## src/hw/rtl/cartesian_to_polar_assert.svh

```systemverilog
// Assertion macros for the cartesian_to_polar block.
// Included by the top level; expects signals named clock and reset in scope.
`ifndef CARTESIAN_TO_POLAR_ASSERT_SVH
`define CARTESIAN_TO_POLAR_ASSERT_SVH
`ifndef SYNTH
`define C2P_ASSERT_IMPL(label, ante, cons) \
   label: assert property (@(posedge clock) disable iff (reset) (ante) |-> (cons)) \
      else $error("c2p: same-cycle check failed");
`define C2P_ASSERT_NEXT(label, ante, cons) \
   label: assert property (@(posedge clock) disable iff (reset) (ante) |=> (cons)) \
      else $error("c2p: next-cycle check failed");
`else
`define C2P_ASSERT_IMPL(label, ante, cons)
`define C2P_ASSERT_NEXT(label, ante, cons)
`endif
`endif

```

## src/hw/rtl/c2p_pkg.sv

```systemverilog
// Shared constants, types and stage-count functions for cartesian_to_polar.
// No dependencies; imported by every module of the block.
package c2p_pkg;

   localparam int COORD_BITS_DEF = 16;
   localparam int ANGLE_BITS_DEF = 16;

   // The CORDIC datapath is fixed: 64-bit signed x and y with the magnitude
   // scaled to 60 fractional bits, and a 32-bit angle accumulator.
   localparam int CORDIC_ITERS  = 30;
   localparam int CORDIC_W      = 64;
   localparam int CORDIC_FRAC   = 60;
   localparam int ACC_W         = 32;
   localparam int CORDIC_STAGES = CORDIC_ITERS + 1;

   // atan(2^-i) in units of 2^32 per turn, rounded to nearest.
   localparam logic [ACC_W-1:0] ATAN_TAB [CORDIC_ITERS] = '{
      32'h20000000, 32'h12E4051E, 32'h09FB385B, 32'h051111D4, 32'h028B0D43,
      32'h0145D7E1, 32'h00A2F61E, 32'h00517C55, 32'h0028BE53, 32'h00145F2F,
      32'd667544,   32'd333772,   32'd166886,   32'd83443,    32'd41722,
      32'd20861,    32'd10430,    32'd5215,     32'd2608,     32'd1304,
      32'd652,      32'd326,      32'd163,      32'd81,       32'd41,
      32'd20,       32'd10,       32'd5,        32'd3,        32'd1
   };

   typedef struct packed {
      logic dx_neg;
      logic dy_neg;
      logic is_zero;
   } quad_type;

   // Squares, sum, one stage per root bit, rounding.
   function automatic int isqrt_stages(input int coord_bits);
      return coord_bits + 4;
   endfunction

   // Front stage plus the longer of the two back-end datapaths.
   function automatic int pipe_stages(input int coord_bits);
      int s;
      s = isqrt_stages(coord_bits);
      return 1 + ((s > CORDIC_STAGES) ? s : CORDIC_STAGES);
   endfunction

endpackage

```

## src/hw/rtl/c2p_isqrt.sv

```systemverilog
// Pipelined rounded integer square root of ax^2 + ay^2, one root bit a stage.
// Depends on c2p_pkg; enables come from c2p_pipe_ctrl.
module c2p_isqrt import c2p_pkg::*; #(
   parameter int COORD_BITS  = COORD_BITS_DEF,
   parameter int BACK_STAGES = pipe_stages(COORD_BITS) - 1
) (
   input  logic                   clock,
   input  logic [BACK_STAGES-1:0] stage_en,
   input  logic [COORD_BITS-1:0]  abs_x,
   input  logic [COORD_BITS-1:0]  abs_y,
   output logic [COORD_BITS:0]    distance
);

   localparam int DW    = COORD_BITS + 1;
   localparam int QW    = 2 * COORD_BITS;
   localparam int SW    = QW + 1;
   localparam int TW    = SW + 1;
   localparam int STEP0 = 2;
   localparam int OWN   = isqrt_stages(COORD_BITS);
   localparam int PAD   = BACK_STAGES - OWN;

   logic [QW-1:0] sq_x_in;
   logic [QW-1:0] sq_y_in;
   logic [QW-1:0] sq_x_ff;
   logic [QW-1:0] sq_y_ff;
   logic [SW-1:0] sum_ff;

   logic [SW-1:0] rem_ff  [DW];
   logic [DW-1:0] root_ff [DW];

   logic [DW-1:0] dist_in;
   logic [DW-1:0] dist_ff;

   assign sq_x_in = abs_x * abs_x;
   assign sq_y_in = abs_y * abs_y;

   always_ff @(posedge clock) begin
      if (stage_en[0]) begin
         sq_x_ff <= sq_x_in;
         sq_y_ff <= sq_y_in;
      end
      if (stage_en[1]) begin
         sum_ff <= SW'(sq_x_ff) + SW'(sq_y_ff);
      end
   end

   // Restoring square root: the remainder holds s - root^2, and setting bit B
   // costs root * 2^(B+1) + 2^(2B).
   genvar j;
   generate
      for (j = 0; j < DW; j++) begin : g_step
         localparam int B = DW - 1 - j;
         logic [SW-1:0] rem_cur;
         logic [SW-1:0] rem_in;
         logic [DW-1:0] root_cur;
         logic [DW-1:0] root_in;
         logic [TW-1:0] trial;

         if (j == 0) begin : g_first
            assign rem_cur  = sum_ff;
            assign root_cur = '0;
         end else begin : g_next
            assign rem_cur  = rem_ff[j-1];
            assign root_cur = root_ff[j-1];
         end

         always_comb begin
            trial = (TW'(root_cur) << (B + 1)) | (TW'(1) << (2 * B));
            if (trial <= TW'(rem_cur)) begin
               rem_in  = rem_cur - SW'(trial);
               root_in = root_cur | (DW'(1) << B);
            end else begin
               rem_in  = rem_cur;
               root_in = root_cur;
            end
         end

         always_ff @(posedge clock) begin
            if (stage_en[STEP0+j]) begin
               rem_ff[j]  <= rem_in;
               root_ff[j] <= root_in;
            end
         end
      end
   endgenerate

   // Round up when s exceeds root * (root + 1), that is remainder > root.
   assign dist_in = (rem_ff[DW-1] > SW'(root_ff[DW-1])) ?
                    (root_ff[DW-1] + DW'(1)) : root_ff[DW-1];

   always_ff @(posedge clock) begin
      if (stage_en[STEP0+DW]) begin
         dist_ff <= dist_in;
      end
   end

   generate
      if (PAD == 0) begin : g_no_pad
         assign distance = dist_ff;
      end else begin : g_pad
         logic [DW-1:0] pad_ff [PAD];
         genvar p;
         for (p = 0; p < PAD; p++) begin : g_pad_stage
            always_ff @(posedge clock) begin
               if (stage_en[OWN+p]) begin
                  pad_ff[p] <= (p == 0) ? dist_ff : pad_ff[(p == 0) ? 0 : p-1];
               end
            end
         end
         assign distance = pad_ff[PAD-1];
      end
   endgenerate

endmodule

```

## config.mk

```make
export PLATFORM = sky130hd
export DESIGN_NAME = c2p_isqrt
export DESIGN_NICKNAME = d
export VERILOG_FILES = /design/src/hw/rtl/cartesian_to_polar_assert.svh /design/src/hw/rtl/c2p_pkg.sv /design/src/hw/rtl/c2p_isqrt.sv
export SDC_FILE = /design/constraint.sdc
export NUM_CORES = 2
export LEC_CHECK = 0
export BUFFER_PORTS_ARGS = -buffer_cell sky130_fd_sc_hd__buf_2
export CORE_UTILIZATION = 60
export CTS_CLUSTER_DIAMETER = 100
export DETAILED_ROUTE_END_ITERATION = 7
export PLACE_DENSITY_LB_ADDON = 0.25
export SLEW_MARGIN = 0
export SYNTH_ARGS = -nofsm -noshare
export SYNTH_HDL_FRONTEND = slang
export SYNTH_SLANG_ARGS = --single-unit
```

## constraint.sdc

```tcl
create_clock -name clock -period 8.5 [get_ports clock]
set_input_delay 0.425 -clock clock [delete_from_list [all_inputs] [get_ports clock]]
set_output_delay 0.425 -clock clock [all_outputs]
set_load 0.1 [all_outputs]
```

# After elaboration in Yosys (flattened, before gate mapping)

Memory sizes are Yosys's and may differ from the RTL's.
Index checks and enable logic that the tools add are counted.

Register bits: 114
RAM bits: 1037
Bits of input ports: 64
Memories kept: 3

$add $sub $neg: 19
Multiply operators: 2
$lt $le $gt $ge: 18
Mux-type cells: 91

Memories:

| name         | depth | width | rd ports | clocked after memory_dff | wr ports | RTL line         | RTL |
|---|---|---|---|---|---|---|---|
| rem_ff       | 17    | 33    | 17       | 0                        | 17       | c2p_isqrt.sv:28  | `logic [SW-1:0] rem_ff [DW];` |
| root_ff      | 17    | 17    | 17       | 0                        | 17       | c2p_isqrt.sv:29  | `logic [DW-1:0] root_ff [DW];` |
| g_pad.pad_ff | 11    | 17    | 11       | 0                        | 11       | c2p_isqrt.sv:101 | `logic [DW-1:0] pad_ff [PAD];` |

Operator list:

| cell                                                   | number |
|---|---|
| two-way mux 33 bit                                     | 17 |
| multiplier 16 x 16 -> 32 bit                           | 2 |
| two-way mux 1 bit                                      | 57 |
| two-way mux 17 bit                                     | 2 |
| adder 32 x 32 -> 33 bit                                | 1 |
| greater-than comparator 33 x 17 -> 1 bit               | 1 |
| less-or-equal comparator 18 x 33 -> 1 bit              | 1 |
| less-or-equal comparator 19 x 33 -> 1 bit              | 1 |
| less-or-equal comparator 20 x 33 -> 1 bit              | 1 |
| less-or-equal comparator 21 x 33 -> 1 bit              | 1 |
| less-or-equal comparator 22 x 33 -> 1 bit              | 1 |
| less-or-equal comparator 23 x 33 -> 1 bit              | 1 |
| less-or-equal comparator 24 x 33 -> 1 bit              | 1 |
| less-or-equal comparator 25 x 33 -> 1 bit              | 1 |
| less-or-equal comparator 26 x 33 -> 1 bit              | 1 |
| less-or-equal comparator 27 x 33 -> 1 bit              | 1 |
| less-or-equal comparator 28 x 33 -> 1 bit              | 1 |
| less-or-equal comparator 29 x 33 -> 1 bit              | 1 |
| less-or-equal comparator 30 x 33 -> 1 bit              | 1 |
| less-or-equal comparator 31 x 33 -> 1 bit              | 1 |
| less-or-equal comparator 32 x 33 -> 1 bit              | 1 |
| less-or-equal comparator 33 bit                        | 1 |
| less-or-equal comparator 33 bit (first input constant) | 1 |
| subtractor 33 x 18 -> 33 bit                           | 1 |
| other kinds (32)                                       | 32 |

# Longest topological paths before layout

An unclocked memory read counts as a cell.

Depth in word-level cells: 3
Gate-level depth with buffers: 24
Mapped depth without buffers: 23

# Worst setup path after synthesis

No wires, ideal clock.

Path type: input to register
From: input port abs_y[1]
To: register sq_y_ff[29], data pin
Library setup time: 0.258 ns
Arrival: 6.436 ns
Setup slack: 1.806 ns
Stages on the path: 21
Path buffers: 2
Cell sequence: clkbuf_1 clkbuf_1 nand2_1 fa_1 inv_1 fa_1 fa_1 fa_1 fa_1 inv_1 fa_1 inv_1 ha_1 a211oi_1 nand2_1 a2111oi_2 nor3b_1 o41a_1 a211o_1 a21oi_1 xnor2_1

Word-level cells in the longest chain between the ends: 1

Ends and longest elaborated chain:

| element                      | RTL line        | RTL |
|---|---|---|
| start: declaration           | c2p_isqrt.sv:10 | `input logic [COORD_BITS-1:0] abs_y,` |
| multiplier 16 x 16 -> 32 bit | c2p_isqrt.sv:35 | `assign sq_y_in = abs_y * abs_y;` |
| named net sq_y_in[29]        | c2p_isqrt.sv:23 | `logic [QW-1:0] sq_y_in;` |
| end signal: assignment       | c2p_isqrt.sv:40 | `sq_y_ff <= sq_y_in;` |
| end: declaration             | c2p_isqrt.sv:25 | `logic [QW-1:0] sq_y_ff;` |

The timed path passes the listed nets, and every way through them passes these cells.
A chain may end at the register's enable or synchronous reset.

# Worst setup path after layout

Same ends and word-level chain as after synthesis.

==> impl_metrics.py <==
metrics = {
    "power_and_ir_drop": {
        "leakagePower_nw": 27.1,
        "ir_drop_v": 0.000619,
        "power.density_nw_per_um2": 356,
    },
    "logic_synthesis": {
        "yosysTopAreaCellShare_pct": 51.2,
        "synth_compound_area_share_pct": 7.91,
        "synth_fp_nets": 5688,
        "synthSimpleGateAreaFrac_pct": 10.4,
        "synthCells": 4881,
        "synth.distinct_cells": 89,
        "synth_mux_area_share_pct": 0.553,
        "synth_seq_area_share_pct": 51.2,
        "synth_edf_count": 1013,
        "synth.area.top_cells": "edfxtp_1 (51%), fa_1 (11%), ha_1 (8.8%)",
        "synth_fa_ha_area_share_pct": 19.8,
        "async_flop_share_pct": 0,
        "yosys.area.top_type": "edfxtp_1",
        "synth_top_family_by_area": "adder cells",
        "ys_ff_latch": 1013,
        "synthFlopType": "edfxtp_1",
        "synth-xor-area-share_pct": 4.92,
        "synth_area_sq_um": 59500,
        "avgSynthCellArea_sq_um": 12.2,
        "yosysWarnings": 0,
    },
    "layout": {
        "drive_gt1_share_pct": 6.28,
        "multi_input_area_sq_um": 25900,
        "syn_to_final_growth_pct": 8.59,
        "fin_nets": 5789,
        "post-route-util_pct": 65.7,
        "seq_area_sq_um": 30400,
        "nFillCells": 7180,
        "final_common_cell": "edfxtp_1",
        "most-common-layout-cells": "edfxtp_1 (1013), inv_1 (742), ha_1 (416)",
    },
    "clock_tree": {
        "postCtsSetupRepairBufs": 0,
        "hold_buffers": 0,
        "cts-root-buf": "clkbuf_16",
        "numCtsBuffers": 100,
        "numClockSinks": 1013,
        "cts_tree": "built",
        "htreeDepth": 3,
        "clk_pin_slew_ns": 0.06,
        "clk_latency_ns": 0.70,
        "cts_resized": 0,
        "clockBufferDepth": 3,
    },
    "timing": {
        "fin_crit_sh_pct": 73.6,
        "rsz0062_at_grt": "false",
        "drv_slew": 0,
        "holdWs_ns": 0.124,
        "fin_skew_ns": 0.0568,
        "slew_headroom_pct": 15.9,
        "tns_ns": 0,
        "fin_crit_ns": 6.26,
        "tightest_slew_ns": 1.26,
        "setup_violations": 0,
        "fmax_ghz": 0.160,
        "hold_viol": 0,
    },
    "critical_path": {
        "cp.arrival_ns": 6.69,
        "cp-start-kind": "primary input",
        "reg2reg_depth": 10,
        "crit_top_cell": "fa_1",
        "required_ns": 8.93,
        "slowest_stage": "fa_1",
        "crit_type": "in -> reg",
        "crit_path_end_kind": "register",
        "path_cells": "buf_2 -> nand2_1 -> fa_1 -> inv_1 -> fa_1 -> fa_1 -> fa_1 -> fa_1 -> inv_1 -> fa_1 -> inv_1 -> ha_1 -> a211oi_1 -> nand2_1 -> a2111oi_2 -> nor3b_1 -> o41a_1 -> a211o_1 -> a21oi_1 -> xnor2_1",
        "cp_slowest_stage_delay_ns": 0.60,
        "path_max_fanout": 19,
    },
    "floorplan": {
        "rows": 115,
        "die_w_um": 317,
        "start_util_pct": 60.5,
        "core_sq_um": 98300,
        "die_area_sq_um": 100000,
        "die_h_um": 317,
        "io_pins": 81,
    },
    "worst_hold_path": {
        "worst_hold_path_type": "in -> reg",
        "whs_path_depth": 1,
    },
    "flow_run": {
        "drv_cap": 0,
    },
    "place": {
        "dp_hpwl_mm": 89.2,
        "place_congestion": 0.886,
        "io_buffers": 80,
    },
    "global_routing": {
        "grt_max_degree": 63,
        "grtUsageTotal_pct": 23.9,
        "grt_pass1_vias": 36900,
        "grt_pass1_wl_mm": 189,
        "antenna_found_initial": 5,
        "grt_overflow": 0,
    },
    "detailed_routing": {
        "drtPass1Iterations": 5,
        "viasPerCell": 5.67,
        "route.detailed.drc": 0,
        "wl_per_cell_um": 18.3,
        "num_vias": 36000,
        "drt-total-wl_mm": 116,
        "drt-initial-drc-count": 2291,
        "final_antenna_net_count": 0,
    },
    "run_status": {
        "outcome": "finished, final reports clean",
    },
}
==> critical path, delay by kind of cell <==
kind                     cells  cell delay [ns]
AO/OA/AOI/OAI                5             1.70
adder cells (fa/ha/maj)      7             3.61
XOR/XNOR                     1             0.09
AND/OR/NAND/NOR              3             0.39
buffers and inverters        4             0.47
==> sequential cells by signal, summed over array words and instances (netlist names) <==
signal          flops
sq_x_ff            31
dist_ff            17
sq_y_ff            31
rem_ff            561
g_step.rem_cur     33
g_pad.pad_ff      187
root_ff           153
==> cells in the mapped netlist (all sizes together) (48+ instances only) <==
library cell  number
nand2            357
nand3             62
clkbuf            74
a21oi            158
edfxtp          1013
nor4              82
o21ai            201
nand4             50
o21a              49
xor2             118
nor3              89
fa               327
nor2b             48
inv              743
nor2             216
a21o             100
and2              97
ha               416
xnor2            216
==> area by class of cell <==
cell class              count  area share, %
well taps                1287           2.49
diodes                      1        0.00388
multi-input cells        3036           40.1
clock inverters            65           1.26
inverters                 743           4.32
clock buffers             121           4.03
repair buffers             88          0.713
flip-flops and latches   1013           47.1
==> final timing paths <==
check	startpoint	end	slack, ns
min reg2reg	dist_ff[13]$_DFFE_PP_	g_pad.pad_ff[0][13]$_DFFE_PP_	0.41
min	abs_y[0]	sq_y_ff[0]$_DFFE_PP_	0.12
max	abs_y[1]	sq_y_ff[29]$_DFFE_PP_	2.24
max reg2reg	rem_ff[0][497]$_DFFE_PP_	rem_ff[0][556]$_DFFE_PP_	4.79
==> per-stage QoR <==
stage	area, sq um	setup slack [ns]	instances	total power, W
6_report	64600	2.24	6354	0.0230
5_1_grt	64600	1.96	6354	0.0248
4_1_cts	64600	2.30	6353	0.0232
3_5_place_dp	61200	1.56	6167	0.0186
3_3_place_gp	61200	1.65	6167	0.0183
2_1_floorplan	59500	1.81	4881	0.0158
==> cells by family after synthesis <==
logic type / count (synthesis)
other: 1
xor gates and xnor gates: 334
buffers and inverters: 832
AOI/OAI and AO/OA: 717
DFF: 1013
adders and majority gates: 743
and+or+nand+nor: 1212
muxes: 29
==> report_power, final <==
part           switching [W]  leakage (nW)  internal (W)
combinational        0.00621          15.7       0.00460
sequential          0.000593          9.77       0.00708
clock                0.00188          1.63       0.00263
==> per-layer routing <==
| layer | part of all wire [%] | wire, um | global-route usage (%) |
|---|---|---|---|
| met1 | 39 | 45300 | 28.5 |
| met2 | 54 | 62700 | 44.6 |
| met3 | 4.2 | 4870 | 2.98 |
| met4 | 2.9 | 3350 | 7.51 |
| met5 | 0.028 | 33 | 0 |
Power figures use the tool's default switching activity.
