### config.mk
export PLATFORM = sky130hd
export DESIGN_NAME = c2p_pipe_ctrl
export DESIGN_NICKNAME = d
export VERILOG_FILES = /design/src/hw/rtl/cartesian_to_polar_assert.svh /design/src/hw/rtl/c2p_pkg.sv /design/src/hw/rtl/c2p_pipe_ctrl.sv
export SDC_FILE = /design/constraint.sdc
export NUM_CORES = 1
export LEC_CHECK = 0
export BUFFER_PORTS_ARGS = -buffer_cell sky130_fd_sc_hd__buf_2
export CAP_MARGIN = 5
export CORE_AREA = 2 2 65 67
export CTS_CLUSTER_DIAMETER = 60
export DETAILED_ROUTE_END_ITERATION = 12
export DIE_AREA = 0 0 67 69
export PLACE_DENSITY_LB_ADDON = 0.25
export SETUP_SLACK_MARGIN = 0.1
export SLEW_MARGIN = 15
export SYNTH_ARGS = -nofsm -noshare
export SYNTH_HDL_FRONTEND = slang
export SYNTH_SLANG_ARGS = --single-unit
### constraint.sdc
create_clock -name clock -period 2.9 [get_ports clock]
set_input_delay 0.29 -clock clock [delete_from_list [all_inputs] [get_ports clock]]
set_output_delay 0.29 -clock clock [all_outputs]
set_load 0.01 [all_outputs]
### src/hw/rtl/cartesian_to_polar_assert.svh
// Assertion macros for the cartesian_to_polar block.
// Included by the top level; expects signals named clock and reset in scope.
`ifndef CARTESIAN_TO_POLAR_ASSERT_SVH
`define CARTESIAN_TO_POLAR_ASSERT_SVH
`ifndef SYNTH
`define C2P_ASSERT_IMPL(label, ante, cons) \
   label: assert property (@(posedge clock) disable iff (reset) (ante) |-> (cons)) \
      else $error("c2p: same-cycle check failed");
`define C2P_ASSERT_NEXT(label, ante, cons) \
   label: assert property (@(posedge clock) disable iff (reset) (ante) |=> (cons)) \
      else $error("c2p: next-cycle check failed");
`else
`define C2P_ASSERT_IMPL(label, ante, cons)
`define C2P_ASSERT_NEXT(label, ante, cons)
`endif
`endif

### src/hw/rtl/c2p_pkg.sv
// Shared constants, types and stage-count functions for cartesian_to_polar.
// No dependencies; imported by every module of the block.
package c2p_pkg;

   localparam int COORD_BITS_DEF = 16;
   localparam int ANGLE_BITS_DEF = 16;

   // The CORDIC datapath is fixed: 64-bit signed x and y with the magnitude
   // scaled to 60 fractional bits, and a 32-bit angle accumulator.
   localparam int CORDIC_ITERS  = 30;
   localparam int CORDIC_W      = 64;
   localparam int CORDIC_FRAC   = 60;
   localparam int ACC_W         = 32;
   localparam int CORDIC_STAGES = CORDIC_ITERS + 1;

   // atan(2^-i) in units of 2^32 per turn, rounded to nearest.
   localparam logic [ACC_W-1:0] ATAN_TAB [CORDIC_ITERS] = '{
      32'h20000000, 32'h12E4051E, 32'h09FB385B, 32'h051111D4, 32'h028B0D43,
      32'h0145D7E1, 32'h00A2F61E, 32'h00517C55, 32'h0028BE53, 32'h00145F2F,
      32'd667544,   32'd333772,   32'd166886,   32'd83443,    32'd41722,
      32'd20861,    32'd10430,    32'd5215,     32'd2608,     32'd1304,
      32'd652,      32'd326,      32'd163,      32'd81,       32'd41,
      32'd20,       32'd10,       32'd5,        32'd3,        32'd1
   };

   typedef struct packed {
      logic dx_neg;
      logic dy_neg;
      logic is_zero;
   } quad_type;

   // Squares, sum, one stage per root bit, rounding.
   function automatic int isqrt_stages(input int coord_bits);
      return coord_bits + 4;
   endfunction

   // Front stage plus the longer of the two back-end datapaths.
   function automatic int pipe_stages(input int coord_bits);
      int s;
      s = isqrt_stages(coord_bits);
      return 1 + ((s > CORDIC_STAGES) ? s : CORDIC_STAGES);
   endfunction

endpackage

### src/hw/rtl/c2p_pipe_ctrl.sv
// Valid bits and per-stage load enables of the cartesian_to_polar pipeline.
// Depends on c2p_pkg.
module c2p_pipe_ctrl import c2p_pkg::*; #(
   parameter int STAGES = pipe_stages(COORD_BITS_DEF)
) (
   input  logic              clock,
   input  logic              reset,
   input  logic              req_valid,
   input  logic              rsp_stall,
   output logic              req_stall,
   output logic [STAGES-1:0] stage_en,
   output logic [STAGES-1:0] stage_valid
);

   logic [STAGES-1:0] valid_ff;
   logic [STAGES-1:0] valid_in;

   // A stage may load when the output drains or any stage at or after it is
   // empty, so bubbles collapse while the result side is stalled.
   genvar k;
   generate
      for (k = 0; k < STAGES; k++) begin : g_en
         assign stage_en[k] = !rsp_stall || !(&valid_ff[STAGES-1:k]);
      end
   endgenerate

   assign valid_in    = {valid_ff[STAGES-2:0], req_valid};
   assign req_stall   = !stage_en[0];
   assign stage_valid = valid_ff;

   always_ff @(posedge clock) begin
      if (reset) begin
         valid_ff <= '0;
      end else begin
         for (int s = 0; s < STAGES; s++) begin
            if (stage_en[s]) begin
               valid_ff[s] <= valid_in[s];
            end
         end
      end
   end

endmodule

=== After elaboration in Yosys (flattened, before gate mapping) ===
Index checks and enable logic that the tools add are counted.

* Bits in registers: 32
* Input port bits: 4
* Output and inout bits: 65
* Word-level logic and storage cells: 129

* Reduce and logical (&&, ||, !) cells: 97

{| class="wikitable"
|+ Operators with widths
! kind !! number
|-
| logical NOT 1 bit || 34
|-
| logical OR 1 bit || 32
|-
| AND reduction 32 bit || 1
|-
| AND reduction 31 bit || 1
|-
| AND reduction 30 bit || 1
|-
| AND reduction 29 bit || 1
|-
| AND reduction 28 bit || 1
|-
| AND reduction 27 bit || 1
|-
| AND reduction 26 bit || 1
|-
| AND reduction 25 bit || 1
|-
| AND reduction 24 bit || 1
|-
| AND reduction 23 bit || 1
|-
| AND reduction 22 bit || 1
|-
| AND reduction 21 bit || 1
|-
| AND reduction 20 bit || 1
|-
| AND reduction 19 bit || 1
|-
| AND reduction 18 bit || 1
|-
| AND reduction 17 bit || 1
|-
| AND reduction 16 bit || 1
|-
| AND reduction 15 bit || 1
|-
| AND reduction 14 bit || 1
|-
| AND reduction 13 bit || 1
|-
| AND reduction 12 bit || 1
|-
| AND reduction 11 bit || 1
|-
| other kinds (9) || 9
|}

=== Longest topological paths before layout ===
Gate-level depths: netlist of the first run.

* Depth in word-level cells: 4
* Depth in mapped cells: 5
* Mapped depth without buffers: 4

=== Least setup slack after synthesis of the first run ===
No wires, ideal clock.

* Path kind: reg2out
* Start point: register valid_ff[23] (netlist: stage_valid[23])
* End point: output port stage_en[6]
* Arrival: 1645 ps
* Data required time: 2610 ps
* Setup slack: 965 ps
* Cell stages (with the launch flop): 5
* Buffers on the path: 0
* Cells stage by stage: dfxtp_1 > nand4_2 > nor4b_4 > nand3_4 > or2_2

* Word-level cells in the longest chain between the ends: 3

{| class="wikitable"
|+ RTL lines
! item !! line !! text
|-
| start, declared || c2p_pipe_ctrl.sv:15 || <nowiki>logic [STAGES-1:0] valid_ff;</nowiki>
|-
| start signal, assigned by index || c2p_pipe_ctrl.sv:37 || <nowiki>valid_ff[s] <= valid_in[s];</nowiki>
|-
| AND reduction 26 bit || c2p_pipe_ctrl.sv:23 || <nowiki>assign stage_en[k] = !rsp_stall || !(&valid_ff[STAGES-1:k]);</nowiki>
|-
| logical NOT 1 bit || c2p_pipe_ctrl.sv:23 ||
|-
| logical OR 1 bit || c2p_pipe_ctrl.sv:23 ||
|-
| end, declared || c2p_pipe_ctrl.sv:11 || <nowiki>output logic [STAGES-1:0] stage_en,</nowiki>
|}

No other way between the ends.

=== Worst setup path in the final report of the first run ===
Same ends and word-level chain as after synthesis.

==> flow_summary.yaml, run 1 <==
critical_path:
  reg2reg_depth: 4
  path_max_fanout: 9
  start_kind: "flip-flop"
  reg2reg_setup_slack_ns: 1.01
  worstPathBufferInverterCount: 1
  r2r_end: "stage_valid[0]$_SDFFE_PP0P_"
  worstPathArrival_ns: 2.11
  cp-startpoint: "stage_valid[23]$_SDFFE_PP0P_"
  path_class: "flip-flop to output pin"
  worst-path-stages: 5
  cpLargestDelayFamily: "simple AND/OR/NAND/NOR gates"
  crit_end: "stage_en[6]"
  r2r-start: "stage_valid[23]$_SDFFE_PP0P_"
  max_stage_delay_ns: 0.55
  cp.required_ns: 2.61
  path_cells: "nand4_2, nor4b_4, nand3_4, or2_2, buf_2"
  slowest_stage: "nor4b_4"
  critPathCaptureType: "output pin"
synth:
  synth_ff_type: "dfxtp_1"
  ys_top_cells_by_count: "dfxtp_1, a21oi_1, inv_1, nor2_1, nand2_1"
  synth_most_common_cell: "dfxtp_1"
  synth_nets: 168
  synth.top_cell.area_share_pct: 48.3
  yosysSeqAreaShare_pct: 48.3
  syn_inst: 164
  ys_ff_latch: 32
  netlist_area_mm2: 0.00133
  yosys.area.top_type: "dfxtp_1"
  ys_warn_count: 0
  async_reset_ff_share_pct: 0
  ys_top_cells_by_area: "dfxtp_1, a21oi_1, inv_1"
  synth_area_per_cell_um2: 8.08
  synth_edf_count: 0
  synth_cell_types: 22
pwr:
  peakVddDrop_uv: 237
  p_leak_nw: 0.720
  power_density_mw_per_mm2: 447
sta:
  relSlewSlack_pct: 55.6
  rsz0062_at_grt: "no"
  timing.fmax_ghz: 0.417
  drv_slew: 0
  finalCritPeriodShare_pct: 82.6
  fin_skew_ns: 0.00535
  finalCriticalPeriod_ns: 2.40
  setup_violations: 0
  worst_pin_slew_ns: 0.661
  worst_slack_ns: 0.504
  setup-tns-final_ns: 0
  hold_viol: 0
floorplanning:
  initial_core_util_pct: 33.9
  die_x_um: 67
  core_mm2: 0.00391
  row_count: 23
  boundaryPins: 69
  dieArea_mm2: 0.00462
  die_y_um: 69
hold_path:
  hp-start: "req_valid"
  min_path_type: "input pin to flip-flop"
clocking:
  clkSinkCount: 32
  cts_root_buf: "clkbuf_8"
  cts_tree: "done"
  post_cts_buffers: 0
  insertion_delay_ns: 0.28
  hold_buffers: 0
  htree_levels: 2
  cts_resized: 0
  clk_pin_slew_ns: 0.06
  cts_max_path_buffers: 2
  cts_inserted_buffers: 5
place:
  post-dp-hpwl_mm: 2.60
  portBuffers: 68
  gp_congestion: 0.738
  pre_cts_ws_ns: 0.777
routing:
  vias: 1382
  drt-vias-per-instance: 4.83
  routedWlPerCell_um: 12.2
  dr.pass1.iters: 4
  drt_iter0_markers: 53
  wl_mm: 3.50
  ant_nets: 0
  drc: 0
run_status:
  status: "finished clean"
global_route:
  grt_start_max_net_pins: 36
  grt_pass1_wl_mm: 5.74
  antenna_found_initial: 0
  first_global_vias: 1254
  track_usage_pct: 16.0
  grt_overflow_total: 0
layout:
  antennaDiodeCount: 0
  drive_gt1_share_pct: 35.6
  final_util_pct: 46.1
  syn_to_final_growth_pct: 36.3
  largest_register_ffs: 32
  nets: 239
  nFillCells: 433
flow_run:
  maxCapViolCount: 0
[worst register-to-register path, cell delays in order, from the launching register on]
cell     delay [ns]
dfxtp_1        0.43
nand4_2        0.18
nor4b_4        0.56
nand3_4        0.18
o41ai_1        0.42
[logic make-up after synthesis]
group | count (synthesis) | share of synthesized area, %
buffers and inverters | 29 | 8.31
AND/OR/NAND/NOR | 74 | 31.4
AO/OA/AOI/OAI | 29 | 12.0
flip-flops | 32 | 48.3
[worst min-delay path by stage]
| stage | endpoint | slack, ns | cells after the start |
|---|---|---|---|
| 2_1_floorplan | stage_valid[0]$_SDFFE_PP0P_ | 0.40 | 2 |
| 4_1_cts | stage_valid[0]$_SDFFE_PP0P_ | 0.24 | 3 |
| 6_report | stage_valid[0]$_SDFFE_PP0P_ | 0.24 | 3 |
| 3_5_place_dp | stage_valid[1]$_SDFFE_PP0P_ | 0.45 | 2 |
| 5_1_grt | stage_valid[0]$_SDFFE_PP0P_ | 0.25 | 3 |
| 3_3_place_gp | stage_valid[9]$_SDFFE_PP0P_ | 0.45 | 2 |
[metrics by stage]
step	hold slack (ns)	instance area, µm²	std cells	total power, mW
floorplan	0.401	1330	164	0.464
global placement	0.454	1720	278	0.470
detailed placement	0.455	1720	278	0.470
CTS	0.237	1810	286	0.816
global route	0.253	1810	286	0.842
finish	0.241	1810	286	0.806
[layer usage]
metal	global-route usage (%)	wire (µm)	share of wire (%)
met4	6.12	34	0.97
met3	4.89	221	6.3
met5	0	0	0
met1	20.5	1560	45
met2	24.9	1690	48
[placed cells by master, fill, tap and decap left out, drive strengths merged, types with 4 or more instances in the layout]
| master | n |
|---|---|
| or2 | 4 |
| nand2 | 13 |
| a21oi | 25 |
| nor2 | 17 |
| inv | 24 |
| clkbuf | 8 |
| buf | 69 |
| dfxtp | 32 |
| nand2b | 5 |
| nand4 | 11 |
| nand3 | 13 |
[where the power goes]
group	internal [mW]	switching (mW)	leakage, nW	total (mW)
clock network	0.193	0.153	0.0455	0.346
registers	0.442	0.00227	0.258	0.444
logic	0.00519	0.0108	0.416	0.0160
total	0.640	0.166	0.720	0.806
[layout make-up]
cell class                 count  area (µm²)  area share (%)
tap                           50        62.6            3.47
timing repair buffer          69         348            19.3
clock buffer                   8        90.1            4.99
sequential                    32         641            35.5
inverter                      24        90.1            4.99
multi-input combinational    103         574            31.8
Power figures use the tool's default switching activity.
==> inputs of run 2 (changes only) <==
==> constraint.sdc (replaced) <==
create_clock -name clock -period 2 [get_ports clock]
set_input_delay 0.2 -clock clock [delete_from_list [all_inputs] [get_ports clock]]
set_output_delay 0.2 -clock clock [all_outputs]
set_load 0.01 [all_outputs]
==> flow_summary.yaml, run 2 (synthesis gave the netlist of run 1 again) <==
global_route:
  track_usage_pct: 16.5
  grt_start_max_net_pins: 36
  grt_overflow_total: 0
  first_global_vias: 1303
  antenna_found_initial: 0
  grt_pass1_wl_mm: 5.91
pwr:
  p_leak_nw: 0.897
  power_density_mw_per_mm2: 574
  peakVddDrop_uv: 448
  power_mw: 1.19
sta:
  setup-tns-final_ns: 0
  finalCritPeriodShare_pct: 99.0
  relSlewSlack_pct: 58.2
  drv_slew: 0
  worst_pin_slew_ns: 0.626
  hold_viol: 0
  setup_violations: 0
  timing.fmax_ghz: 0.505
  finalCriticalPeriod_ns: 1.98
  fin_skew_ns: 0.00492
  rsz0062_at_grt: "yes"
routing:
  routedWlPerCell_um: 12.9
  ant_nets: 0
  drt-vias-per-instance: 4.90
  drc: 0
  drt_iter0_markers: 59
  dr.pass1.iters: 4
  wl_mm: 3.89
  vias: 1476
clocking:
  htree_levels: 2
  hold_buffers: 0
  clkSinkCount: 32
  insertion_delay_ns: 0.28
  clk_pin_slew_ns: 0.06
  cts_inserted_buffers: 5
  cts_max_path_buffers: 2
  cts_tree: "done"
  cts_root_buf: "clkbuf_8"
floorplanning:
  initial_core_util_pct: 33.9
  die_x_um: 67
  boundaryPins: 69
  dieArea_mm2: 0.00462
  die_y_um: 69
  core_mm2: 0.00391
  row_count: 23
layout:
  nFillCells: 402
  final_cells: 301
  antennaDiodeCount: 0
  final_common_cell: "buf_2"
  drive_gt1_share_pct: 51.4
  nets: 255
  syn_to_final_growth_pct: 56.1
  largest_register_ffs: 32
  layout_common_cells: "buf_2, a21oi_1, inv_1"
  seq_area_um2: 673
  multiInputGateArea_um2: 651
critical_path:
  cp.required_ns: 1.80
  reg2reg_depth: 5
  worstPathArrival_ns: 1.78
  path_class: "flip-flop to output pin"
  path_max_fanout: 5
  critPathCaptureType: "output pin"
  start_kind: "flip-flop"
place:
  gp_congestion: 0.804
  portBuffers: 68
  post-dp-hpwl_mm: 2.65
  placed_cells: 286
run_status:
  status: "finished clean"
hold_path:
  hold_depth: 3
  min_path_type: "input pin to flip-flop"
flow_run:
  maxCapViolCount: 0
-- run 2: cell count changes in the layout (fill, tap and decap cells not counted), sizes merged --
| cell | before | now |
|---|---|---|
| buf | 69 | 85 |
| clkbuf | 8 | 7 |
-- run 2: routing by layer --
metal	track usage, %	vias to the layer above	wire length (µm)
met1	20.0	676	1620
li1	-	735	-
met5	0	-	0
met3	5.71	8	319
met4	6.12	0	73
met2	26.5	57	1880
-- run 2: repair_timing --
item                                    4_1_cts  5_1_grt
gates resized for setup                      23       22
setup buffers                                 5        3
pin swaps                                     7       10
gates cloned                                  1        0
endpoints found under the setup margin       16       19
-- run 2: metrics by stage --
step                      area, µm²  util (%)  hold slack (ns)  worst slack [ns]
after floorplan                1330         -            0.311             0.155
after global placement         1780      45.4            0.431             0.286
after detailed placement       1780      45.4            0.406             0.246
after CTS                      1980      50.6            0.112            0.0735
after global routing           2070      52.8            0.119           -0.0332
final                          2070      52.8            0.117            0.0209
-- run 2: worst max-delay path, cell delays in order, from the launching register on --
cell,delay [ns]
dfxtp_2,0.36
nand4_1,0.12
nor4_2,0.27
nand4_1,0.25
or2_2,0.36
buf_2,0.14
-- run 2: area by class of cell --
class | instances | area share (%)
Timing Repair Buffer | 85 | 24.0
Inverter | 24 | 4.36
Multi-Input combinational cell | 103 | 31.5
Sequential cell | 32 | 32.5
Tap cell | 50 | 3.02
Clock buffer | 7 | 4.66
-- run 2: final timing paths --
path,start,end,slack [ns]
worst min-delay path,req_valid,stage_valid[0]$_SDFFE_PP0P_,0.12
worst max register to register,stage_valid[16]$_SDFFE_PP0P_,stage_valid[2]$_SDFFE_PP0P_,0.34
worst min register to register,stage_valid[27]$_SDFFE_PP0P_,stage_valid[28]$_SDFFE_PP0P_,0.46
worst max-delay path,stage_valid[5]$_SDFFE_PP0P_,stage_en[0],0.02
-- run 2: report_power, final --
part           total (mW)  switching [mW]  internal (mW)  leakage (nW)
registers           0.640         0.00319          0.636         0.269
logic              0.0242          0.0166        0.00759         0.577
clock network       0.523           0.218          0.306        0.0503
